File: src/sv/ppsl_pkg.sv
// ----------------------------------------------------------------------------
// ppsl_pkg
// Types, widths, register codes and the arctangent table shared by the
// polar pose steering law pipeline.
// ----------------------------------------------------------------------------
package ppsl_pkg;

  localparam int CORDIC_STAGES_DEF = 16;
  localparam int POS_WIDTH_DEF     = 16;

  // field widths
  localparam int IN_POS_W  = 16;
  localparam int ANGLE_W   = 16;
  localparam int GAIN_W    = 16;
  localparam int DIST_W    = 17;
  localparam int SPEED_W   = 15;

  // offset magnitude never exceeds 65535
  localparam int DX_W       = 17;
  localparam int MAG_W      = DX_W - 1;
  localparam int SQ_W       = 2 * MAG_W;
  localparam int RAD_W      = SQ_W + 2;
  localparam int SQRT_STEPS = RAD_W / 2;
  localparam int ROOT_W     = SQRT_STEPS;
  localparam int REM_W      = ROOT_W + 2;

  // rotator vector carries the offset scaled by 2^16 plus growth headroom
  localparam int FRAC_W   = 16;
  localparam int XY_W     = DX_W + FRAC_W + 3;
  localparam int Z_W      = 32;
  localparam int ATAN_LEN = 24;

  localparam logic [Z_W-1:0] ATAN_TAB [ATAN_LEN] = '{
    32'h20000000, 32'h12E4051E, 32'h09FB385B, 32'h051111D4,
    32'h028B0D43, 32'h0145D7E1, 32'h00A2F61E, 32'h00517C55,
    32'h0028BE53, 32'h00145F2F, 32'h000A2F98, 32'h000517CC,
    32'h00028BE6, 32'h000145F3, 32'h0000A2FA, 32'h0000517D,
    32'h000028BE, 32'h0000145F, 32'h00000A30, 32'h00000518,
    32'h0000028C, 32'h00000146, 32'h000000A3, 32'h00000051
  };

  // configuration port
  localparam int CFG_IDX_W  = 2;
  localparam int CFG_DATA_W = GAIN_W;

  localparam logic [CFG_IDX_W-1:0] REG_SPEED_GAIN       = 2'd0;
  localparam logic [CFG_IDX_W-1:0] REG_BEARING_GAIN     = 2'd1;
  localparam logic [CFG_IDX_W-1:0] REG_FINAL_ANGLE_GAIN = 2'd2;

  localparam logic [GAIN_W-1:0] SPEED_GAIN_RST       = 16'h0100;
  localparam logic [GAIN_W-1:0] BEARING_GAIN_RST     = 16'h0200;
  localparam logic [GAIN_W-1:0] FINAL_ANGLE_GAIN_RST = 16'hFF80;

  typedef struct packed {
    logic signed [IN_POS_W-1:0] cur_x;
    logic signed [IN_POS_W-1:0] cur_y;
    logic signed [ANGLE_W-1:0]  cur_heading;
    logic signed [IN_POS_W-1:0] goal_x;
    logic signed [IN_POS_W-1:0] goal_y;
  } item_t;

  typedef struct packed {
    logic [DIST_W-1:0]         distance;
    logic signed [ANGLE_W-1:0] bearing_error;
    logic signed [ANGLE_W-1:0] final_angle;
    logic [SPEED_W-1:0]        speed_cmd;
    logic signed [ANGLE_W-1:0] turn_cmd;
    logic                      saturated;
  } result_t;

  typedef struct packed {
    logic [GAIN_W-1:0]        speed_gain;
    logic signed [GAIN_W-1:0] bearing_gain;
    logic signed [GAIN_W-1:0] final_angle_gain;
  } gains_t;

  // state handed from cell to cell
  typedef struct packed {
    logic signed [XY_W-1:0] x;
    logic signed [XY_W-1:0] y;
    logic [Z_W-1:0]         z;
    logic [REM_W-1:0]       rem;
    logic [ROOT_W-1:0]      root;
    logic [RAD_W-1:0]       rad;
    logic                   zero;
    logic [ANGLE_W-1:0]     head;
  } cell_data_t;

endpackage

File: src/sv/ppsl_front.sv
// ----------------------------------------------------------------------------
// ppsl_front
// Input capture, goal offset, squared distance and quadrant pre-rotation.
// ----------------------------------------------------------------------------
module ppsl_front #(
  parameter int POS_WIDTH = ppsl_pkg::POS_WIDTH_DEF
) (
  input  logic                 clk,
  input  logic                 rst_n,
  input  logic                 in_valid,
  output logic                 in_ready,
  input  ppsl_pkg::item_t      in_data,
  output logic                 out_valid,
  output ppsl_pkg::cell_data_t out_data,
  input  logic                 down_en
);
  import ppsl_pkg::*;

  localparam int SRC_W    = (POS_WIDTH < IN_POS_W) ? POS_WIDTH : IN_POS_W;
  localparam bit SIGN_EXT = (POS_WIDTH <= IN_POS_W);

  localparam logic [Z_W-1:0] Z_QUARTER_POS = 32'h40000000;
  localparam logic [Z_W-1:0] Z_QUARTER_NEG = 32'hC0000000;

  function automatic logic signed [DX_W-1:0] ext_pos(input logic [IN_POS_W-1:0] f);
    logic signed [DX_W-1:0] p;
    p = '0;
    for (int b = 0; b < DX_W; b++) begin
      if (b < SRC_W) begin
        p[b] = f[b];
      end else begin
        p[b] = SIGN_EXT ? f[SRC_W-1] : 1'b0;
      end
    end
    return p;
  endfunction

  // stage 0: offset
  logic                     v0_r;
  logic signed [DX_W-1:0]   dx0_r, dy0_r, dx0_nxt, dy0_nxt;
  logic [ANGLE_W-1:0]       head0_r;
  // stage 1: squares and pre-rotation
  logic                     v1_r;
  logic [SQ_W-1:0]          sqx1_r, sqy1_r, sqx1_nxt, sqy1_nxt;
  logic signed [XY_W-1:0]   x1_r, y1_r, x1_nxt, y1_nxt;
  logic [Z_W-1:0]           z1_r, z1_nxt;
  logic                     zero1_r;
  logic [ANGLE_W-1:0]       head1_r;
  // stage 2: radicand
  logic                     v2_r;
  cell_data_t               d2_r, d2_nxt;

  logic                     en0, en1, en2;
  logic signed [DX_W-1:0]   adx, ady;
  logic [MAG_W-1:0]         mag_x, mag_y;
  logic signed [XY_W-1:0]   xs, ys;

  assign en2      = !v2_r || down_en;
  assign en1      = !v1_r || en2;
  assign en0      = !v0_r || en1;
  assign in_ready = en0;

  assign dx0_nxt = ext_pos(in_data.goal_x) - ext_pos(in_data.cur_x);
  assign dy0_nxt = ext_pos(in_data.goal_y) - ext_pos(in_data.cur_y);

  always_comb begin
    adx      = dx0_r[DX_W-1] ? -dx0_r : dx0_r;
    ady      = dy0_r[DX_W-1] ? -dy0_r : dy0_r;
    mag_x    = adx[MAG_W-1:0];
    mag_y    = ady[MAG_W-1:0];
    sqx1_nxt = mag_x * mag_x;
    sqy1_nxt = mag_y * mag_y;
    xs = {{(XY_W-DX_W-FRAC_W){dx0_r[DX_W-1]}}, dx0_r, {FRAC_W{1'b0}}};
    ys = {{(XY_W-DX_W-FRAC_W){dy0_r[DX_W-1]}}, dy0_r, {FRAC_W{1'b0}}};
    x1_nxt = xs;
    y1_nxt = ys;
    z1_nxt = '0;
    if (dx0_r[DX_W-1]) begin
      if (!dy0_r[DX_W-1]) begin
        x1_nxt = ys;
        y1_nxt = -xs;
        z1_nxt = Z_QUARTER_POS;
      end else begin
        x1_nxt = -ys;
        y1_nxt = xs;
        z1_nxt = Z_QUARTER_NEG;
      end
    end
  end

  always_comb begin
    d2_nxt      = '0;
    d2_nxt.x    = x1_r;
    d2_nxt.y    = y1_r;
    d2_nxt.z    = z1_r;
    d2_nxt.rad  = RAD_W'(sqx1_r) + RAD_W'(sqy1_r);
    d2_nxt.zero = zero1_r;
    d2_nxt.head = head1_r;
  end

  always_ff @(posedge clk) begin
    if (!rst_n) begin
      v0_r <= 1'b0;
      v1_r <= 1'b0;
      v2_r <= 1'b0;
    end else begin
      if (en0) v0_r <= in_valid;
      if (en1) v1_r <= v0_r;
      if (en2) v2_r <= v1_r;
    end
  end

  always_ff @(posedge clk) begin
    if (en0 && in_valid) begin
      dx0_r   <= dx0_nxt;
      dy0_r   <= dy0_nxt;
      head0_r <= in_data.cur_heading;
    end
    if (en1 && v0_r) begin
      sqx1_r  <= sqx1_nxt;
      sqy1_r  <= sqy1_nxt;
      x1_r    <= x1_nxt;
      y1_r    <= y1_nxt;
      z1_r    <= z1_nxt;
      zero1_r <= (dx0_r == '0) && (dy0_r == '0);
      head1_r <= head0_r;
    end
    if (en2 && v1_r) begin
      d2_r <= d2_nxt;
    end
  end

  assign out_valid = v2_r;
  assign out_data  = d2_r;

endmodule

File: config.mk
export PLATFORM = sky130hd
export DESIGN_NAME = ppsl_front
export DESIGN_NICKNAME = d
export VERILOG_FILES = /design/src/sv/ppsl_pkg.sv /design/src/sv/ppsl_front.sv
export SDC_FILE = /design/constraint.sdc
export NUM_CORES = 1
export LEC_CHECK = 0
export BUFFER_PORTS_ARGS = -buffer_cell sky130_fd_sc_hd__buf_2
export CAP_MARGIN = 15
export CORE_ASPECT_RATIO = 1.2
export CORE_MARGIN = 2
export CORE_UTILIZATION = 55
export DETAILED_ROUTE_END_ITERATION = 7
export PLACE_DENSITY = 0.75
export SETUP_SLACK_MARGIN = 0.2
export SYNTH_ARGS = -nofsm -noshare
export SYNTH_HDL_FRONTEND = slang
export SYNTH_SLANG_ARGS = --single-unit
File: constraint.sdc
create_clock -name clk -period 31.1 [get_ports clk]
set_input_delay 7.775 -clock clk [delete_from_list [all_inputs] [get_ports clk]]
set_output_delay 7.775 -clock clk [all_outputs]
set_load 0.01 [all_outputs]
==> metrics <==
max layer used met4; number of flops mapped to enable cells by yosys 263; DR WL met3 4050 um; clk_lat worst skew roughly 0.58 ns; initial core utilization a little under three fifths; drt wl/cell around 18 um; initial antenna violation count 1; vias per inst 5.39; die outline width roughly 210 um; nets roughly 3600; first-pass GRT wire length about 100000 um; Setup violations, final 0; routed length on met1 24600 um; number of placed cells counting well taps about 3500; post-CTS setup buffers 0; yosys warns 0; hold path startpoint head1_r[0]$_DFFE_PP_; CTS Buf Count 28; Crit. End Element output port; r2r endpoint sqx1_r[30]$_DFFE_PP_; clock slew at reported path FFs about 0.060 ns; GP Congestion about 0.94; Max Slew Vio Count 0; Synth area leaders edfxtp_1 29%, fa_1 24%, ha_1 12%; critical-path maximum fanout 6; Critical Path End in_ready; Vias ~19000; Max Clock Freq between 60 and 70 MHz; Total GRT Usage ~25%; final wirelength between 60000 and 70000 um; I/O pin count 277; synthesized area 27300 um2; maximum root-to-sink buffer count 3; CTS tree built; Fin Hold WS 0.418 ns; ys async rst share 0%; RSZ-0062 raised after global routing no; Core Rows 89; full die area between 50000 and 60000 um2; R2R depth 26; DRT antenna net count 0; status finished clean; flops & latches, synth ~270; post-synth top area cell edfxtp_1; WP data required around 23 ns; Max transition margin between 10% and 20%; Max-Cap Viols 0; Worst Setup Start Kind input port; grt ovf 0; met2 wire length between 30000 and 40000 um; number of global-route vias before repair 20300; sequential cell area fraction in the yosys report 29.1%; cells after synthesis 2698; Area Growth Syn to Fin 8.68%; clk sinks roughly 270; count leader, synth inv_1; Mapped Avg Cell Area slightly above 10 um2; # port buffers around 180; Least-Margin Pin Slew around 1.2 ns; reg2reg start dx0_r[0]$_DFFE_PP_; Max H-tree Level 1; setup tns final 0 ns; crit path time final about 17 ns; Core Area 49100 um2; reg2reg setup slack approximately 21 ns; final hold violation count 0; critical path class in -> out; final cell count without fillers ~3500; ys flop type edfxtp_1; top post-synthesis cells by count 535 x inv_1, 331 x fa_1, 263 x edfxtp_1, 259 x ha_1, 238 x nor2_1; largest net degree at the start of global routing 83; CTS root buffer clkbuf_16; drt drc 0; Antenna Cells 0; synth unique cells between 70 and 80; Critical Path AT 8.79 ns; CP startpoint down_en; dpl hpwl 49800 um; HP Class reg -> reg; Initial DRT Pass Iterations 5; Final Skew between 0.015 and 0.02 ns; post-synth top area share just under 30%; fill cell count approximately 4000; DRT iter0 DRCs between 1000 and 1500; CTS resizes 0; CTS Hold Buffers Added 0; layout cells sized above 1 roughly a tenth; period utilisation layout approximately 53%; die height 248 um
kinds of logic (layout without fill, tap and decap cells):
logic type                 count (synthesis)  count (layout)  synth area share [%]
and+or+nand+nor                          581             581                  9.20
muxes                                      2               2                0.0779
AOI/OAI and AO/OA                        389             389                  9.09
xor gates and xnor gates                 162             162                  5.25
buffers and inverters                    707             807                  11.1
adders and majority gates                590             590                  36.1
other                                      1             102                0.0137
DFF                                      266             266                  29.1
final cells by class:
type / count / area, um2 / area share [%]
Clock buffer: 29 / 704 / 2.37
Sequential cell: 266 / 7960 / 26.8
Timing Repair Buffer: 203 / 1080 / 3.64
Multi-Input combinational cell: 1826 / 16700 / 56.4
Inverter: 552 / 2070 / 6.98
Tap cell: 637 / 797 / 2.69
Clock inverter: 23 / 333 / 1.12
cell usage in the layout, fill, tap and decap left out, drive strengths merged, types with 4 or more instances in the layout:
cell / synthesis / routed
o21a: 19 / 19
xnor2: 111 / 111
a21oi: 142 / 142
xor2: 51 / 51
clkinv: 16 / 28
nand2: 198 / 198
o311ai: 4 / 4
o31ai: 13 / 13
conb: 1 / 102
ha: 259 / 259
o21bai: 19 / 19
clkbuf: 51 / 29
nor2b: 15 / 15
nand2b: 12 / 12
o31a: 4 / 4
o21ai: 59 / 59
a31oi: 13 / 13
inv: 536 / 538
nand3: 26 / 26
fa: 331 / 331
nor2: 239 / 239
bufinv: 0 / 6
buf: 104 / 203
or3: 6 / 6
edfxtp: 263 / 263
and3: 9 / 9
nand4: 13 / 13
or2: 5 / 5
a21o: 52 / 52
nor4: 5 / 5
o211ai: 7 / 7
and2: 10 / 10
o41ai: 6 / 6
a211oi: 9 / 9
nor3: 27 / 27
a21boi: 13 / 13
per-layer routing:
layer  global-route usage [%]  vias up
met2                     44.2      737
met5                        0        -
met3                     3.76      155
met4                     9.89        0
li1                         -     8880
met1                     29.8     9293
sequential cells by signal (all words and copies together), names as in the netlist, 2 cells and up:
register  flops
out_data     92
sqx1_r       31
sqy1_r       31
x1_r         20
y1_r         20
dx0_r        17
dy0_r        17
head0_r      16
head1_r      16
z1_r          2
stage by stage:
stage          util, %  setup slack, ns  area [um2]
2_1_floorplan        -            13.70       27700
3_3_place_gp      58.3            14.56       28600
3_5_place_dp      58.3            14.52       28600
4_1_cts           60.4            14.53       29700
5_1_grt           60.4            14.46       29700
6_report          60.4            14.53       29700
how the worst min path moves through the flow:
stage                                    to  depth (start not counted)
finish                out_data[0]$_DFFE_PP_                          0
global route        out_data[171]$_DFFE_PP_                          0
CTS                 out_data[152]$_DFFE_PP_                          0
detailed placement    out_data[0]$_DFFE_PP_                          0
global placement    out_data[189]$_DFFE_PP_                          0
floorplan              head1_r[0]$_DFFE_PP_                          0
critical path: stages:
cell     delay [ns]
buf_2          0.09
nor2b_1        0.58
nand3_1        0.17
buf_2          0.18
Power is not shown: default switching activity piles up to over one toggle a cycle in this logic, so the estimate is an artifact.
