`config.mk`:
```
export PLATFORM = sky130hd
export DESIGN_NAME = ppsl_back
export DESIGN_NICKNAME = d
export VERILOG_FILES = /design/src/sv/ppsl_pkg.sv /design/src/sv/ppsl_back.sv
export SDC_FILE = /design/constraint.sdc
export NUM_CORES = 2
export LEC_CHECK = 0
export ABC_AREA = 1
export BUFFER_PORTS_ARGS = -buffer_cell sky130_fd_sc_hd__buf_2
export CAP_MARGIN = 5
export CORE_AREA = 4 4 287 289
export CTS_BUF_LIST = sky130_fd_sc_hd__clkbuf_2 sky130_fd_sc_hd__clkbuf_4 sky130_fd_sc_hd__clkbuf_8
export CTS_CLUSTER_SIZE = 10
export DETAILED_ROUTE_END_ITERATION = 8
export DIE_AREA = 0 0 291 293
export HOLD_SLACK_MARGIN = 0.1
export PLACE_DENSITY = 0.79
export SLEW_MARGIN = 25
export SYNTH_ARGS = -nofsm -noshare
export SYNTH_HDL_FRONTEND = slang
export SYNTH_SLANG_ARGS = --single-unit
```
`constraint.sdc`:
```
create_clock -name clk -period 8.3 [get_ports clk]
set_clock_uncertainty 0.05 [all_clocks]
set_input_delay 0.83 -clock clk [delete_from_list [all_inputs] [get_ports clk]]
set_output_delay 0.83 -clock clk [all_outputs]
set_load 0.05 [all_outputs]
```
`src/sv/ppsl_pkg.sv`:
```
// ----------------------------------------------------------------------------
// ppsl_pkg
// Types, widths, register codes and the arctangent table shared by the
// polar pose steering law pipeline.
// ----------------------------------------------------------------------------
package ppsl_pkg;

  localparam int CORDIC_STAGES_DEF = 16;
  localparam int POS_WIDTH_DEF     = 16;

  // field widths
  localparam int IN_POS_W  = 16;
  localparam int ANGLE_W   = 16;
  localparam int GAIN_W    = 16;
  localparam int DIST_W    = 17;
  localparam int SPEED_W   = 15;

  // offset magnitude never exceeds 65535
  localparam int DX_W       = 17;
  localparam int MAG_W      = DX_W - 1;
  localparam int SQ_W       = 2 * MAG_W;
  localparam int RAD_W      = SQ_W + 2;
  localparam int SQRT_STEPS = RAD_W / 2;
  localparam int ROOT_W     = SQRT_STEPS;
  localparam int REM_W      = ROOT_W + 2;

  // rotator vector carries the offset scaled by 2^16 plus growth headroom
  localparam int FRAC_W   = 16;
  localparam int XY_W     = DX_W + FRAC_W + 3;
  localparam int Z_W      = 32;
  localparam int ATAN_LEN = 24;

  localparam logic [Z_W-1:0] ATAN_TAB [ATAN_LEN] = '{
    32'h20000000, 32'h12E4051E, 32'h09FB385B, 32'h051111D4,
    32'h028B0D43, 32'h0145D7E1, 32'h00A2F61E, 32'h00517C55,
    32'h0028BE53, 32'h00145F2F, 32'h000A2F98, 32'h000517CC,
    32'h00028BE6, 32'h000145F3, 32'h0000A2FA, 32'h0000517D,
    32'h000028BE, 32'h0000145F, 32'h00000A30, 32'h00000518,
    32'h0000028C, 32'h00000146, 32'h000000A3, 32'h00000051
  };

  // configuration port
  localparam int CFG_IDX_W  = 2;
  localparam int CFG_DATA_W = GAIN_W;

  localparam logic [CFG_IDX_W-1:0] REG_SPEED_GAIN       = 2'd0;
  localparam logic [CFG_IDX_W-1:0] REG_BEARING_GAIN     = 2'd1;
  localparam logic [CFG_IDX_W-1:0] REG_FINAL_ANGLE_GAIN = 2'd2;

  localparam logic [GAIN_W-1:0] SPEED_GAIN_RST       = 16'h0100;
  localparam logic [GAIN_W-1:0] BEARING_GAIN_RST     = 16'h0200;
  localparam logic [GAIN_W-1:0] FINAL_ANGLE_GAIN_RST = 16'hFF80;

  typedef struct packed {
    logic signed [IN_POS_W-1:0] cur_x;
    logic signed [IN_POS_W-1:0] cur_y;
    logic signed [ANGLE_W-1:0]  cur_heading;
    logic signed [IN_POS_W-1:0] goal_x;
    logic signed [IN_POS_W-1:0] goal_y;
  } item_t;

  typedef struct packed {
    logic [DIST_W-1:0]         distance;
    logic signed [ANGLE_W-1:0] bearing_error;
    logic signed [ANGLE_W-1:0] final_angle;
    logic [SPEED_W-1:0]        speed_cmd;
    logic signed [ANGLE_W-1:0] turn_cmd;
    logic                      saturated;
  } result_t;

  typedef struct packed {
    logic [GAIN_W-1:0]        speed_gain;
    logic signed [GAIN_W-1:0] bearing_gain;
    logic signed [GAIN_W-1:0] final_angle_gain;
  } gains_t;

  // state handed from cell to cell
  typedef struct packed {
    logic signed [XY_W-1:0] x;
    logic signed [XY_W-1:0] y;
    logic [Z_W-1:0]         z;
    logic [REM_W-1:0]       rem;
    logic [ROOT_W-1:0]      root;
    logic [RAD_W-1:0]       rad;
    logic                   zero;
    logic [ANGLE_W-1:0]     head;
  } cell_data_t;

endpackage

```
`src/sv/ppsl_back.sv`:
```
// ----------------------------------------------------------------------------
// ppsl_back
// Angle rounding, bearing and final angle, gain products, saturation and
// the output register.
// ----------------------------------------------------------------------------
module ppsl_back (
  input  logic                 clk,
  input  logic                 rst_n,
  input  logic                 up_valid,
  input  ppsl_pkg::cell_data_t up_data,
  output logic                 en_up,
  input  ppsl_pkg::gains_t     gains,
  output logic                 out_valid,
  input  logic                 out_ready,
  output ppsl_pkg::result_t    out_data
);
  import ppsl_pkg::*;

  localparam int SPD_PROD_W = GAIN_W + DIST_W;
  localparam int SPD_W      = SPD_PROD_W - 8;
  localparam int PROD_W     = 2 * GAIN_W;
  localparam int SUM_W      = PROD_W + 1;
  localparam int TURN_W     = SUM_W - 8;
  localparam logic [Z_W-1:0] Z_ROUND = 32'h00008000;
  localparam logic signed [TURN_W-1:0] TURN_MAX = TURN_W'(32767);
  localparam logic signed [TURN_W-1:0] TURN_MIN = -TURN_W'(32768);

  // stage 0
  logic                      v0_r;
  logic signed [ANGLE_W-1:0] alpha0_r, beta0_r, alpha0_nxt, beta0_nxt;
  logic [DIST_W-1:0]         dist0_r;
  logic [SPD_PROD_W-1:0]     spd0_r, spd0_nxt;
  logic [Z_W-1:0]            z_rnd;
  logic [ANGLE_W-1:0]        theta;
  // stage 1
  logic                      v1_r;
  logic signed [PROD_W-1:0]  pa1_r, pb1_r, pa1_nxt, pb1_nxt;
  logic [SPEED_W-1:0]        spd1_r;
  logic                      ssat1_r;
  logic signed [ANGLE_W-1:0] alpha1_r, beta1_r;
  logic [DIST_W-1:0]         dist1_r;
  logic [SPD_W-1:0]          spd_shift;
  logic                      ssat1_nxt;
  // stage 2
  logic                      v2_r;
  result_t                   res_r, res_nxt;
  logic signed [SUM_W-1:0]   sum;
  logic signed [TURN_W-1:0]  turn;
  logic                      tsat;

  logic                      en0, en1, en2;

  assign en2   = !v2_r || out_ready;
  assign en1   = !v1_r || en2;
  assign en0   = !v0_r || en1;
  assign en_up = en0;

  always_comb begin
    z_rnd      = up_data.z + Z_ROUND;
    theta      = up_data.zero ? '0 : z_rnd[Z_W-1 -: ANGLE_W];
    alpha0_nxt = theta - up_data.head;
    beta0_nxt  = ANGLE_W'(0) - up_data.head - alpha0_nxt;
    spd0_nxt   = SPD_PROD_W'(gains.speed_gain) * SPD_PROD_W'(up_data.root);
  end

  always_comb begin
    pa1_nxt   = gains.bearing_gain * alpha0_r;
    pb1_nxt   = gains.final_angle_gain * beta0_r;
    spd_shift = spd0_r[SPD_PROD_W-1:8];
    ssat1_nxt = |spd_shift[SPD_W-1:SPEED_W];
  end

  always_comb begin
    sum  = {pa1_r[PROD_W-1], pa1_r} + {pb1_r[PROD_W-1], pb1_r};
    turn = sum[SUM_W-1:8];
    tsat = (turn > TURN_MAX) || (turn < TURN_MIN);
    res_nxt.distance      = dist1_r;
    res_nxt.bearing_error = alpha1_r;
    res_nxt.final_angle   = beta1_r;
    res_nxt.speed_cmd     = spd1_r;
    if (turn > TURN_MAX) begin
      res_nxt.turn_cmd = TURN_MAX[ANGLE_W-1:0];
    end else if (turn < TURN_MIN) begin
      res_nxt.turn_cmd = TURN_MIN[ANGLE_W-1:0];
    end else begin
      res_nxt.turn_cmd = turn[ANGLE_W-1:0];
    end
    res_nxt.saturated = ssat1_r || tsat;
  end

  always_ff @(posedge clk) begin
    if (!rst_n) begin
      v0_r <= 1'b0;
      v1_r <= 1'b0;
      v2_r <= 1'b0;
    end else begin
      if (en0) v0_r <= up_valid;
      if (en1) v1_r <= v0_r;
      if (en2) v2_r <= v1_r;
    end
  end

  always_ff @(posedge clk) begin
    if (en0 && up_valid) begin
      alpha0_r <= alpha0_nxt;
      beta0_r  <= beta0_nxt;
      dist0_r  <= up_data.root;
      spd0_r   <= spd0_nxt;
    end
    if (en1 && v0_r) begin
      pa1_r    <= pa1_nxt;
      pb1_r    <= pb1_nxt;
      spd1_r   <= ssat1_nxt ? {SPEED_W{1'b1}} : spd_shift[SPEED_W-1:0];
      ssat1_r  <= ssat1_nxt;
      alpha1_r <= alpha0_r;
      beta1_r  <= beta0_r;
      dist1_r  <= dist0_r;
    end
    if (en2 && v1_r) begin
      res_r <= res_nxt;
    end
  end

  assign out_valid = v2_r;
  assign out_data  = res_r;

endmodule

```
==> results.tsv <==
metric	value	unit
layout_min_cycle_time	6800	ps
yosys_register_bits	287	
grt_max_degree	76	
numPortBuffers	185	
clock_latency	670	ps
cts_setup_buffers	0	
synth-edff-count	284	
yosys_warnings	0	
worstSetupPathType	flip-flop to flip-flop	
clk_pin_slew_worst_paths	90	ps
setup_viol	0	
cts-hold-fix-buffers	0	
clkSinkCount	287	
die_w	291	µm
num_io_pins	326	
synth.most_common_cell	inv_1	
synth_nets	6273	
numCtsBuffers	50	
slew_violations	0	
core	79900	µm²
dieArea	85300	µm²
synth.top_cell.area_share	34.4	%
synth_simple_gate_area_share	14.2	%
area_delta_synth_final	6.47	%
grt_use_total	24.7	%
place_congestion	0.953	
outcome	complete, no violations	
synth-async-reset-ratio	0	%
required	8640	ps
synth_seq_area_share	20.1	%
cp-start-kind	flip-flop	
slew-limit-headroom	33.4	%
avgViaCountPerCell	5.19	
worstMarginPinSlew	999	ps
antenna_found_initial	11	
ant_nets	0	
yosysTopAreaCell	fa_1	
drive_gt1_share	6.36	%
grt_pass1_wl	169000	µm
final_nets	6330	
clock.fmax	0.147	GHz
cp-startpoint	beta0_r[1]	
cts_htree_levels	2	
hold_viol_final	0	
hpwl	82700	µm
tritoncts	yes	
die_height	293	µm
wl_per_cell	16.7	µm
wl	102000	µm
setup_tns	0	ps
row_count	104	
ys_top_cells_by_count	1410 x inv_1, 1210 x nand2_1, 733 x fa_1	
grt_overflow	0	
synth_xor_area_share	3.02	%
critical_path_arrival	7140	ps
synth-adder-area-share	44.4	%
vias	31753	
ff2ff_setup_slack	1500	ps
rr_startpoint	beta0_r[1]	
ctsResizeCount	0	
synthesis.area	42700	µm²
drcViolationCount	0	
worstSetupEndpoint	pb1_r[26]	
hold_class	flip-flop to flip-flop	
rsz0062_at_grt	false	
critPathMaxFanout	17	
crit_path_end_kind	flip-flop	
syn_avg_cell_area	8.62	µm²
clockBufferDepth	3	
r2r-end	pb1_r[26]	
cap_violations	0	
synthCells	4955	
root_buffer	clkbuf_8	
grt_pass1_vias	34499	
final_core_util	56.9	%
initial_core_util	53.5	%
synth.area.mux_share	0	%
synthTopCellsByArea	fa_1 34%, edfxtp_1 20%, inv_1 12%	
synth_compound_area_share	4.22	%
first_pass_iters	5	
synth_top_family_by_area	adder cells	
drt-initial-drc-count	1991	
synth_ff_type	edfxtp_1	
synth_cell_types	52	
reg2reg_depth	19	
fin_crit_sh	81.9	%
## cell type report
cell class / count / area (µm²)
clock buffers: 55 / 726
fillers: 7006 / 34400
inverters: 1412 / 5310
flip-flops and latches: 287 / 8590
repair buffers: 188 / 952
diodes: 11 / 27.5
clock inverters: 36 / 422
well taps: 1060 / 1330
multi-input cells: 3073 / 28100
## worst max-delay path, stage by stage (launching register included)
cell      delay, ps
edfxtp_1        910
nand2_1         210
inv_1           180
fa_1            540
fa_1            530
inv_1            50
fa_1            490
inv_1            50
fa_1            530
fa_1            510
inv_1            50
fa_1            470
inv_1            40
ha_1            360
nand2_1         160
nor4_1          730
nand4_1         190
nand3_1         230
a211oi_1        120
xnor2_1         140
## metrics by stage
stage / instances / hold WS [ps] / setup slack (ps) / area, µm²
after floorplan: 4955 / 350 / 2100 / 42700
after global placement: 6020 / 351 / 1490 / 44300
after detailed placement: 6020 / 355 / 1360 / 44300
after CTS: 6111 / 347 / 1590 / 45400
after global routing: 6112 / 366 / 1100 / 45500
final: 6122 / 344 / 1500 / 45500
## routing by layer
layer / part of all wire [%] / GRT usage (%) / vias up
li1: - / - / 14654
met1: 37 / 29.3 / 15547
met2: 50 / 43.9 / 1201
met3: 7.8 / 4.35 / 345
met4: 5.1 / 11.6 / 6
met5: 0.036 / 0 / -
## cell usage in the layout (no fill, tap or decap), types with 4 or more instances in the layout
master,count
a211oi_1,4
a21o_1,11
a21oi_1,176
a221oi_1,5
a31oi_1,15
buf_2,185
bufinv_16,8
clkbuf_4,5
clkbuf_8,50
clkinv_1,10
clkinv_2,9
clkinvlp_4,5
diode_2,11
edfxtp_1,284
fa_1,733
ha_1,342
inv_1,1408
nand2_1,1210
nand2_2,5
nand3_1,67
nand4_1,14
nor2_1,152
nor2_2,4
nor3_1,26
nor4_1,10
o211ai_1,5
o21ai_0,75
o21bai_1,12
or2_2,25
xnor2_1,60
xor2_1,84
## cells by family (layout without fill, tap and decap cells)
family	after synthesis	in the layout
AO/OA/AOI/OAI	324	324
XOR/XNOR	145	145
adder cells (fa/ha/maj)	1075	1075
buffers and inverters	1595	1691
flip-flops	287	287
other	0	11
AND/OR/NAND/NOR	1529	1529
## state kept, by name, summed over array words and instances (netlist names)
| register | flops |
|---|---|
| alpha0_r | 16 |
| dist1_r | 17 |
| out_valid | 1 |
| pb1_r | 32 |
| alpha1_r | 16 |
| ssat1_r | 1 |
| beta0_r | 16 |
| v1_r | 1 |
| out_data | 81 |
| spd0_r | 25 |
| beta1_r | 16 |
| spd1_r | 15 |
| pa1_r | 32 |
| dist0_r | 17 |
| v0_r | 1 |
## how the worst min path moves through the flow
| stage | start | endpoint | slack [ps] | depth (start not counted) |
|---|---|---|---|---|
| after floorplan | dist0_r[0] | dist1_r[0] | 350 | 0 |
| after global placement | dist0_r[6] | dist1_r[6] | 350 | 0 |
| after detailed placement | dist0_r[3] | dist1_r[3] | 350 | 0 |
| after CTS | beta1_r[10] | out_data[42] | 350 | 0 |
| after global routing | beta1_r[10] | out_data[42] | 370 | 0 |
| final | beta1_r[10] | out_data[42] | 340 | 0 |
Power is not shown: default switching activity piles up to over one toggle a cycle in this logic, so the estimate is an artifact.
