**src/sv/ppsl_pkg.sv**
```systemverilog
// ----------------------------------------------------------------------------
// ppsl_pkg
// Types, widths, register codes and the arctangent table shared by the
// polar pose steering law pipeline.
// ----------------------------------------------------------------------------
package ppsl_pkg;

  localparam int CORDIC_STAGES_DEF = 16;
  localparam int POS_WIDTH_DEF     = 16;

  // field widths
  localparam int IN_POS_W  = 16;
  localparam int ANGLE_W   = 16;
  localparam int GAIN_W    = 16;
  localparam int DIST_W    = 17;
  localparam int SPEED_W   = 15;

  // offset magnitude never exceeds 65535
  localparam int DX_W       = 17;
  localparam int MAG_W      = DX_W - 1;
  localparam int SQ_W       = 2 * MAG_W;
  localparam int RAD_W      = SQ_W + 2;
  localparam int SQRT_STEPS = RAD_W / 2;
  localparam int ROOT_W     = SQRT_STEPS;
  localparam int REM_W      = ROOT_W + 2;

  // rotator vector carries the offset scaled by 2^16 plus growth headroom
  localparam int FRAC_W   = 16;
  localparam int XY_W     = DX_W + FRAC_W + 3;
  localparam int Z_W      = 32;
  localparam int ATAN_LEN = 24;

  localparam logic [Z_W-1:0] ATAN_TAB [ATAN_LEN] = '{
    32'h20000000, 32'h12E4051E, 32'h09FB385B, 32'h051111D4,
    32'h028B0D43, 32'h0145D7E1, 32'h00A2F61E, 32'h00517C55,
    32'h0028BE53, 32'h00145F2F, 32'h000A2F98, 32'h000517CC,
    32'h00028BE6, 32'h000145F3, 32'h0000A2FA, 32'h0000517D,
    32'h000028BE, 32'h0000145F, 32'h00000A30, 32'h00000518,
    32'h0000028C, 32'h00000146, 32'h000000A3, 32'h00000051
  };

  // configuration port
  localparam int CFG_IDX_W  = 2;
  localparam int CFG_DATA_W = GAIN_W;

  localparam logic [CFG_IDX_W-1:0] REG_SPEED_GAIN       = 2'd0;
  localparam logic [CFG_IDX_W-1:0] REG_BEARING_GAIN     = 2'd1;
  localparam logic [CFG_IDX_W-1:0] REG_FINAL_ANGLE_GAIN = 2'd2;

  localparam logic [GAIN_W-1:0] SPEED_GAIN_RST       = 16'h0100;
  localparam logic [GAIN_W-1:0] BEARING_GAIN_RST     = 16'h0200;
  localparam logic [GAIN_W-1:0] FINAL_ANGLE_GAIN_RST = 16'hFF80;

  typedef struct packed {
    logic signed [IN_POS_W-1:0] cur_x;
    logic signed [IN_POS_W-1:0] cur_y;
    logic signed [ANGLE_W-1:0]  cur_heading;
    logic signed [IN_POS_W-1:0] goal_x;
    logic signed [IN_POS_W-1:0] goal_y;
  } item_t;

  typedef struct packed {
    logic [DIST_W-1:0]         distance;
    logic signed [ANGLE_W-1:0] bearing_error;
    logic signed [ANGLE_W-1:0] final_angle;
    logic [SPEED_W-1:0]        speed_cmd;
    logic signed [ANGLE_W-1:0] turn_cmd;
    logic                      saturated;
  } result_t;

  typedef struct packed {
    logic [GAIN_W-1:0]        speed_gain;
    logic signed [GAIN_W-1:0] bearing_gain;
    logic signed [GAIN_W-1:0] final_angle_gain;
  } gains_t;

  // state handed from cell to cell
  typedef struct packed {
    logic signed [XY_W-1:0] x;
    logic signed [XY_W-1:0] y;
    logic [Z_W-1:0]         z;
    logic [REM_W-1:0]       rem;
    logic [ROOT_W-1:0]      root;
    logic [RAD_W-1:0]       rad;
    logic                   zero;
    logic [ANGLE_W-1:0]     head;
  } cell_data_t;

endpackage

```
**src/sv/ppsl_cell.sv**
```systemverilog
// ----------------------------------------------------------------------------
// ppsl_cell
// One link of the chain: a vectoring rotation step, one root digit, or both, as STEP selects.
// ----------------------------------------------------------------------------
module ppsl_cell #(
  parameter int STEP          = 0,
  parameter int CORDIC_STAGES = ppsl_pkg::CORDIC_STAGES_DEF
) (
  input  logic                 clk,
  input  logic                 rst_n,
  input  logic                 up_valid,
  input  ppsl_pkg::cell_data_t up_data,
  output logic                 en_up,
  output logic                 out_valid,
  output ppsl_pkg::cell_data_t out_data,
  input  logic                 down_en
);
  import ppsl_pkg::*;

  localparam bit DO_ROT  = (STEP < CORDIC_STAGES) && (STEP < ATAN_LEN);
  localparam bit DO_SQRT = (STEP < SQRT_STEPS);
  localparam int TAB_IDX = (STEP < ATAN_LEN) ? STEP : 0;
  localparam logic [Z_W-1:0] ATAN_STEP = ATAN_TAB[TAB_IDX];

  logic                   v_r;
  cell_data_t             d_r, d_nxt;
  logic signed [XY_W-1:0] xs, ys;
  logic                   y_pos;
  logic [REM_W+1:0]       trial_src, trial;
  logic                   ge;

  assign en_up = !v_r || down_en;

  always_comb begin
    d_nxt     = up_data;
    xs        = $signed(up_data.x) >>> STEP;
    ys        = $signed(up_data.y) >>> STEP;
    y_pos     = !up_data.y[XY_W-1] && (up_data.y != '0);
    trial_src = {up_data.rem, up_data.rad[RAD_W-1 -: 2]};
    trial     = (REM_W + 2)'({up_data.root, 2'b01});
    ge        = trial_src >= trial;
    if (DO_ROT) begin
      if (y_pos) begin
        d_nxt.x = up_data.x + ys;
        d_nxt.y = up_data.y - xs;
        d_nxt.z = up_data.z + ATAN_STEP;
      end else begin
        d_nxt.x = up_data.x - ys;
        d_nxt.y = up_data.y + xs;
        d_nxt.z = up_data.z - ATAN_STEP;
      end
    end
    if (DO_SQRT) begin
      d_nxt.rem  = ge ? REM_W'(trial_src - trial) : trial_src[REM_W-1:0];
      d_nxt.root = {up_data.root[ROOT_W-2:0], ge};
      d_nxt.rad  = {up_data.rad[RAD_W-3:0], 2'b00};
    end
  end

  always_ff @(posedge clk) begin
    if (!rst_n) begin
      v_r <= 1'b0;
    end else if (en_up) begin
      v_r <= up_valid;
    end
  end

  always_ff @(posedge clk) begin
    if (en_up && up_valid) begin
      d_r <= d_nxt;
    end
  end

  assign out_valid = v_r;
  assign out_data  = d_r;

endmodule

```
**config.mk**
```make
export PLATFORM = sky130hd
export DESIGN_NAME = ppsl_cell
export DESIGN_NICKNAME = d
export VERILOG_FILES = /design/src/sv/ppsl_pkg.sv /design/src/sv/ppsl_cell.sv
export SDC_FILE = /design/constraint.sdc
export NUM_CORES = 1
export LEC_CHECK = 0
export ABC_AREA = 1
export BUFFER_PORTS_ARGS = -buffer_cell sky130_fd_sc_hd__buf_2
export CORE_MARGIN = 2
export CORE_UTILIZATION = 50
export CTS_CLUSTER_DIAMETER = 100
export DETAILED_ROUTE_END_ITERATION = 16
export GPL_TIMING_DRIVEN = 0
export PLACE_DENSITY = 0.79
export REMOVE_ABC_BUFFERS = 1
export SLEW_MARGIN = 0
export SYNTH_ARGS = -nofsm -noshare
export SYNTH_HDL_FRONTEND = slang
export SYNTH_SLANG_ARGS = --single-unit
```
**constraint.sdc**
```tcl
create_clock -name clk -period 13.7 [get_ports clk]
set_input_delay 2.74 -clock clk [delete_from_list [all_inputs] [get_ports clk]]
set_output_delay 2.74 -clock clk [all_outputs]
set_load 0.02 [all_outputs]
```
==> flow_summary_export.csv, run 1 <==
group,metric,value,unit
run_status,status,"finished clean",
critical_path,crit_path_frequent_cell,"buf_2",
yosys,ys_ff_latch,189,
yosys,synthTopCellsByCount,"nand2_1 (546), inv_1 (279), edfxtp_1 (188)",
hold_path,min_to,"out_valid$_SDFFE_PN0N_",
sta,max-slew-margin-rel,0.1056,
yosys,synth.cell_area,0.01490,mm²
layout,drive_gt1_frac,0.1976,
cts,clk_latency,0.45,ns
hold_path,hold_path.class,"reg2reg",
routing,viasPerCell,5.479,
routing,ant_nets,0,
die,dieArea,0.03120,mm²
critical_path,critical_path_class,"in2out",
die,core-area,0.02948,mm²
global_route,grt-ovfl-total,0,
global_route,grt_max_degree,67,
sta,timing.fmax,169.4,MHz
critical_path,reg2reg_slack,11.67,ns
global_route,grt_pass1_wl,83280,µm
die,die_w,176.6,µm
yosys,yosys.area.top_type,"edfxtp_1",
yosys,yosysUniqueCellTypes,43,
critical_path,reg2reg_from,"out_valid$_SDFFE_PN0N_",
cts,cts_tree,"done",
critical_path,crit_path_max_fanout,2,
cts,htree_levels,4,
yosys,synth-edff-count,188,
cts,cts-root-buf,"clkbuf_16",
cts,cts.clk_slew.worst_paths,0.09,ns
cts,post_cts_buffers,0,
pwr,total_leakage_power,0.008957,µW
sta,grt_setup_unrepaired,"false",
cts,numCtsBuffers,17,
sta,hold_viol_final,0,
critical_path,crit_path_top_delay_cell,"buf_2",
pwr,power_density,105.2,mW/mm²
routing,dr.pass1.iters,8,
pwr,ir_drop,85.17,µV
yosys,synth_flop_cell,"edfxtp_1",
routing,drc_errors,0,
critical_path,cp_cell_sequence,"buf_2 > inv_1 > nand2_1 > buf_2",
die,top_level_ports,388,
die,num_rows,63,
sta,drv_slew,0,
critical_path,r2r_cells,3,
layout,fillers,2759,
yosys,seq_area_frac_synth,0.3802,
routing,routed_wl,57150,µm
yosys,avgSynthCellArea,7.466,µm²
sta,period_share,0.4309,
yosys,yosysTopAreaCellShare,0.3788,
yosys,yosysMostFrequentCell,"nand2_1",
sta,finalSetupViolations,0,
placed_design,gp_congestion,1.016,
placed_design,place_hpwl,47550,µm
layout,final_area,0.01791,mm²
yosys,synthCells,1996,
global_route,grt_pass1_vias,14597,
die,die_y,176.6,µm
sta,period_minus_slack,5.904,ns
critical_path,required,10.96,ns
yosys,yosysWarnings,0,
global_route,grt_use_total,0.3575,
sta,skew,0.01068,ns
routing,drt-initial-drc-count,1544,
placed_design,portBuffers,385,
hold_path,hold_path_startpoint,"out_valid$_SDFFE_PN0N_",
layout,nNetsFinal,2684,
die,start_util,0.5055,
cts,cts.repair.resized,0,
layout,area_growth,20.19,%
flow_run,maxCapViolCount,0,
critical_path,r2r_end,"out_data[82]$_DFFE_PP_",
layout,final_util,0.6075,
cts,postCtsHoldBufs,0,
hold_path,min_path_cells,2,
sta,tightest_slew,1.340,ns
critical_path,cp.arrival,3.16,ns
critical_path,critPathCaptureType,"output port",
critical_path,startpoint_type,"input port",
global_route,antenna_found_initial,12,
routing,via_count,15215,
placed_design,post_dp_cell_area,0.01724,mm²
placed_design,dp_worst_setup_slack,7.753,ns
yosys,synthArstFlopShare,0,
sta,setup_slack,7.796,ns
routing,wl_per_cell,20.58,µm
critical_path,worst_path_largest_cell_delay,0.16,ns
yosys,yosys-top-cells-area,"edfxtp_1 (38%), nand2_1 (14%), ha_1 (10%)",
pwr,power,1885,µW
cts,clock_path_buffers,2,
cts,cts.sinks,189,
## power by group
part           internal, µW  switching [µW]  total, µW
clock network           258             289        547
logic                   190             429        619
registers               704            14.4        718
total                  1150             732       1880
## flip-flops by register name, indices dropped and copies added, names as in the netlist
register and cells:
out_valid 1, out_data 188
## stage by stage
stage,instances,hold WS [ns],TNS [ns]
detailed placement,2732,0.5434,0
global placement,2724,0.4908,-407.35
CTS,2764,0.5568,0
global route,2776,0.6069,0
finish,2777,0.5540,0
floorplan,1949,0.7295,0
## critical path, delay by kind of cell
family / cells / cell delay (ns)
buffers and inverters: 3 / 0.35
AND/OR/NAND/NOR: 1 / 0.07
## layout by cell type (no fill, tap or decap), types with 4 or more instances in the layout
cell	netlist	routed
nor2_2	10	10
nor3_1	20	20
ha_1	124	124
xnor2_1	9	9
inv_12	0	5
inv_2	18	18
inv_1	279	279
a21oi_1	152	151
clkbuf_16	0	17
clkinv_8	0	5
o21ai_0	86	86
nand4_1	24	24
a21boi_0	4	4
buf_12	0	5
a21o_1	11	11
and2_1	6	6
o21ai_1	23	23
diode_2	0	13
nand3_1	163	163
xor2_1	47	47
nand2_2	5	5
o21bai_1	17	17
buf_2	21	385
fa_1	4	4
nand2_1	546	546
nand3b_1	4	4
edfxtp_1	188	188
a31oi_1	4	4
nor2_1	182	181
## metal layers
metal / GRT usage / vias up / wire (µm)
met5: 0 / - / 0
met4: 0.1887 / 0 / 2940
met3: 0.05198 / 128 / 4356
met2: 0.6006 / 740 / 27440
met1: 0.4462 / 7096 / 22420
li1: - / 7251 / -
## worst max path at each step
stage            startpoint                       to  slack [ns]  cells after the start
2_1_floorplan      up_valid    out_data[0]$_DFFE_PP_        1.10                      2
3_3_place_gp       up_valid   out_data[66]$_DFFE_PP_       -2.19                      3
3_5_place_dp   up_data[144]  out_data[169]$_DFFE_PP_        7.75                     10
4_1_cts             down_en                    en_up        7.80                      4
5_1_grt             down_en                    en_up        7.76                      4
6_report            down_en                    en_up        7.80                      4
## final cells by class
class                           count  area [µm²]  share of cell area
Sequential cell                   189        5665              0.3163
Clock inverter                     15       217.7             0.01216
Tap cell                          390       488.0             0.02724
Inverter                          297        1115             0.06224
Antenna cell                       13       32.53            0.001816
Clock buffer                       17       425.4             0.02375
Multi-Input combinational cell   1463        7858              0.4387
Timing Repair Buffer              393        2110              0.1178
## kinds of logic after synthesis
logic type / share of synthesized area
AO/OA/AOI/OAI: 0.1087
adder cells (fa/ha/maj): 0.1095
flip-flops: 0.3802
other: 0.0002516
XOR/XNOR: 0.03291
AND/OR/NAND/NOR: 0.2744
buffers and inverters: 0.09404
Power figures use the tool's default switching activity.
==> run 2, diff against run 1 <==
--- a/config.mk
+++ b/config.mk
@@ -5,14 +5,14 @@
 export SDC_FILE = /design/constraint.sdc
 export NUM_CORES = 1
 export LEC_CHECK = 0
-export ABC_AREA = 1
+export ABC_AREA = 0
 export BUFFER_PORTS_ARGS = -buffer_cell sky130_fd_sc_hd__buf_2
 export CORE_MARGIN = 2
 export CORE_UTILIZATION = 50
 export CTS_CLUSTER_DIAMETER = 100
 export DETAILED_ROUTE_END_ITERATION = 16
 export GPL_TIMING_DRIVEN = 0
-export PLACE_DENSITY = 0.79
+export PLACE_DENSITY = 0.8
 export REMOVE_ABC_BUFFERS = 1
 export SLEW_MARGIN = 0
 export SYNTH_ARGS = -nofsm -noshare
==> constraint.sdc (replaced) <==
create_clock -name clk -period 5.45 [get_ports clk]
set_input_delay 1.09 -clock clk [delete_from_list [all_inputs] [get_ports clk]]
set_output_delay 1.09 -clock clk [all_outputs]
set_load 0.02 [all_outputs]
==> run 2 against run 1 <==
Compared with the run above: combinational power rose by 130%; synthesized cell count down 32%; register-to-register slack lost 8.5 ns; total power increased by 140%; sequential share of layout area increased by 3.3 points; clock power increased by 130%; design area shrank 9.4%; global-route usage down 7.4 points; sequential cell count is the same; setup slack got worse by 6.7 ns; first-iteration DRC count is 20% lower; worst hold slack about the same; critical endpoint is now out_data[180]$_DFFE_PP_.
==> flow_summary_export.csv, run 2 <==
group,metric,value,unit
routing,wl_per_cell,20.03,µm
cts,clock_path_buffers,2,
sta,skew,0.01692,ns
layout,final_cell_mix,"buf_2 (385), edfxtp_1 (188), a21oi_1 (152), inv_1 (135), ha_1 (124)",
routing,routed_wl,41350,µm
cts,post_cts_buffers,0,
die,core-area,0.02621,mm²
sta,period_share,0.7994,
pwr,internal_power,2925,µW
global_route,grt_max_degree,74,
placed_design,dp_cells,2030,
placed_design,portBuffers,385,
routing,drt-initial-drc-count,1238,
yosys,yosys-top-cells-area,"edfxtp_1 (42%), ha_1 (12%), a21oi_1 (5.7%)",
pwr,pwr-share-clk,0.281,
critical_path,crit_path_max_fanout,61,
layout,fillers,2194,
layout,largest_reg_flops,188,
die,die_y,167.8,µm
yosys,yosysMostFrequentCell,"edfxtp_1",
sta,drv_slew,0,
critical_path,cp.arrival,4.56,ns
yosys,avgSynthCellArea,9.856,µm²
cts,cts.clk_slew.worst_paths,0.10,ns
die,die_w,167.8,µm
sta,hold_viol_final,0,
pwr,total_leakage_power,0.007209,µW
routing,viasPerCell,5.862,
sta,max-slew-margin-rel,0.2741,
critical_path,worst_path_largest_cell_delay,0.92,ns
yosys,synthCells,1361,
sta,setup_slack,1.093,ns
routing,ant_nets,0,
yosys,synth_flop_cell,"edfxtp_1",
pwr,pwr-share-comb,0.317,
cts,postCtsHoldBufs,0,
die,dieArea,0.02816,mm²
layout,area_growth,21.02,%
die,num_rows,59,
pwr,ir_drop,176.8,µV
pwr,seq_power_share,0.403,
sta,period_minus_slack,4.357,ns
cts,cts.sinks,189,
yosys,synthArstFlopShare,0,
yosys,synth-edff-count,188,
layout,multiInputGateArea,0.006969,mm²
die,top_level_ports,388,
sta,grt_setup_unrepaired,"false",
global_route,grt_pass1_wl,62470,µm
pwr,p_switching,1609,µW
sta,finalSetupViolations,0,
cts,cts-root-buf,"clkbuf_16",
flow_run,maxCapViolCount,0,
run_status,status,"finished clean",
cts,clk_latency,0.44,ns
placed_design,dp_worst_setup_slack,0.3041,ns
routing,via_count,12100,
layout,final_util,0.6194,
layout,final_common_cell,"buf_2",
layout,ff_latch_area,0.005665,mm²
sta,fin_setup_tns,0,ns
placed_design,place_hpwl,32900,µm
cts,numCtsBuffers,17,
yosys,synthTopCellsByCount,"edfxtp_1 (188), a21oi_1 (153), inv_1 (135)",
yosys,yosysWarnings,0,
critical_path,critical_path_class,"in2reg",
cts,cts_tree,"done",
global_route,grt_pass1_vias,11383,
yosys,yosys.area.top_type,"edfxtp_1",
sta,timing.fmax,229.5,MHz
global_route,grt-ovfl-total,0,
pwr,p_sw_frac,0.3549,
critical_path,path_buf_inv,4,
yosys,ys_ff_latch,189,
critical_path,cp_top_family,"simple AND/OR/NAND/NOR gates",
global_route,antenna_found_initial,0,
layout,nNetsFinal,2038,
yosys,yosysTopAreaCellShare,0.4209,
cts,htree_levels,4,
yosys,seq_area_frac_synth,0.4223,
die,start_util,0.5119,
routing,dr.pass1.iters,6,
hold_path,hold_path.class,"reg2reg",
critical_path,crit_path_top_delay_cell,"nor4_1",
critical_path,cp_cell_sequence,"buf_2 > nor4_1 > nand4_1 > nor2_1 > a41o_2 > buf_12 > clkinv_2 > buf_16 > nor3_1 > a21oi_1 > xnor2_1",
critical_path,startpoint_type,"input port",
sta,tightest_slew,1.079,ns
global_route,grt_use_total,0.2838,
pwr,power_density,279.3,mW/mm²
cts,cts.repair.resized,0,
layout,drive_gt1_frac,0.2674,
routing,drc_errors,0,
placed_design,gp_congestion,0.9949,
yosys,yosysUniqueCellTypes,86,
critical_path,critPathCaptureType,"flip-flop",
yosys,synth.cell_area,0.01341,mm²
layout,finalNonFillerCells,2064,
critical_path,required,5.66,ns
==> run 2: cell families after synthesis <==
group	count (synthesis)	synth area share
other	1	0.0002796
flip-flops	189	0.4223
AO/OA/AOI/OAI	423	0.2071
AND/OR/NAND/NOR	312	0.1128
multiplexers	26	0.02015
XOR/XNOR	87	0.05680
adder cells (fa/ha/maj)	128	0.1216
buffers and inverters	195	0.05895
==> run 2: metrics by stage <==
| stage | hold WS [ns] | total power [µW] | cell area (µm²) |
|---|---|---|---|
| CTS | 0.5509 | 4528 | 16200 |
| global placement | 0.5043 | 3248 | 15490 |
| finish | 0.5537 | 4534 | 16230 |
| detailed placement | 0.5372 | 3260 | 15610 |
| global route | 0.5958 | 4723 | 16230 |
| floorplan | 0.7496 | 2787 | 13150 |
==> run 2: cell type report <==
cell class              instances  area share
multi-input cells             978      0.4293
flip-flops and latches        189      0.3490
well taps                     335     0.02582
clock inverters                14     0.01033
clock buffers                  18     0.02644
repair buffers                390      0.1267
inverters                     139     0.03222
diodes                          1   0.0001542
==> run 2: metal layers <==
layer | track usage | up-vias | routed length, µm
met4 | 0.08166 | 0 | 1009
met5 | 0 | - | 0
li1 | - | 5640 | -
met1 | 0.3710 | 5739 | 16670
met3 | 0.05947 | 66 | 3984
met2 | 0.4783 | 655 | 19680
==> run 2: worst register-to-register path, cell delays in order, from the launching register on <==
cell	delay, ns
dfxtp_1	0.32
nand2b_1	0.10
and2_4	0.72
buf_16	0.37
buf_16	0.34
==> run 2: path summary, 6_finish.rpt <==
check	from	endpoint	slack [ns]	cells past startpoint
worst min register to register	out_valid$_SDFFE_PN0N_	out_valid$_SDFFE_PN0N_	0.55	2
worst max-delay path	up_data[150]	out_data[180]$_DFFE_PP_	1.09	11
worst min-delay path	out_valid$_SDFFE_PN0N_	out_valid$_SDFFE_PN0N_	0.55	2
worst max register to register	out_valid$_SDFFE_PN0N_	out_data[44]$_DFFE_PP_	3.21	4
==> run 2: power by group through the flow <==
stage               combinational, µW  sequential, µW  clock, µW
detailed placement               1400            1860          0
global route                     1540            1840       1350
global placement                 1370            1880          0
finish                           1440            1830       1270
floorplan                         730            2060          0
CTS                              1410            1830       1290
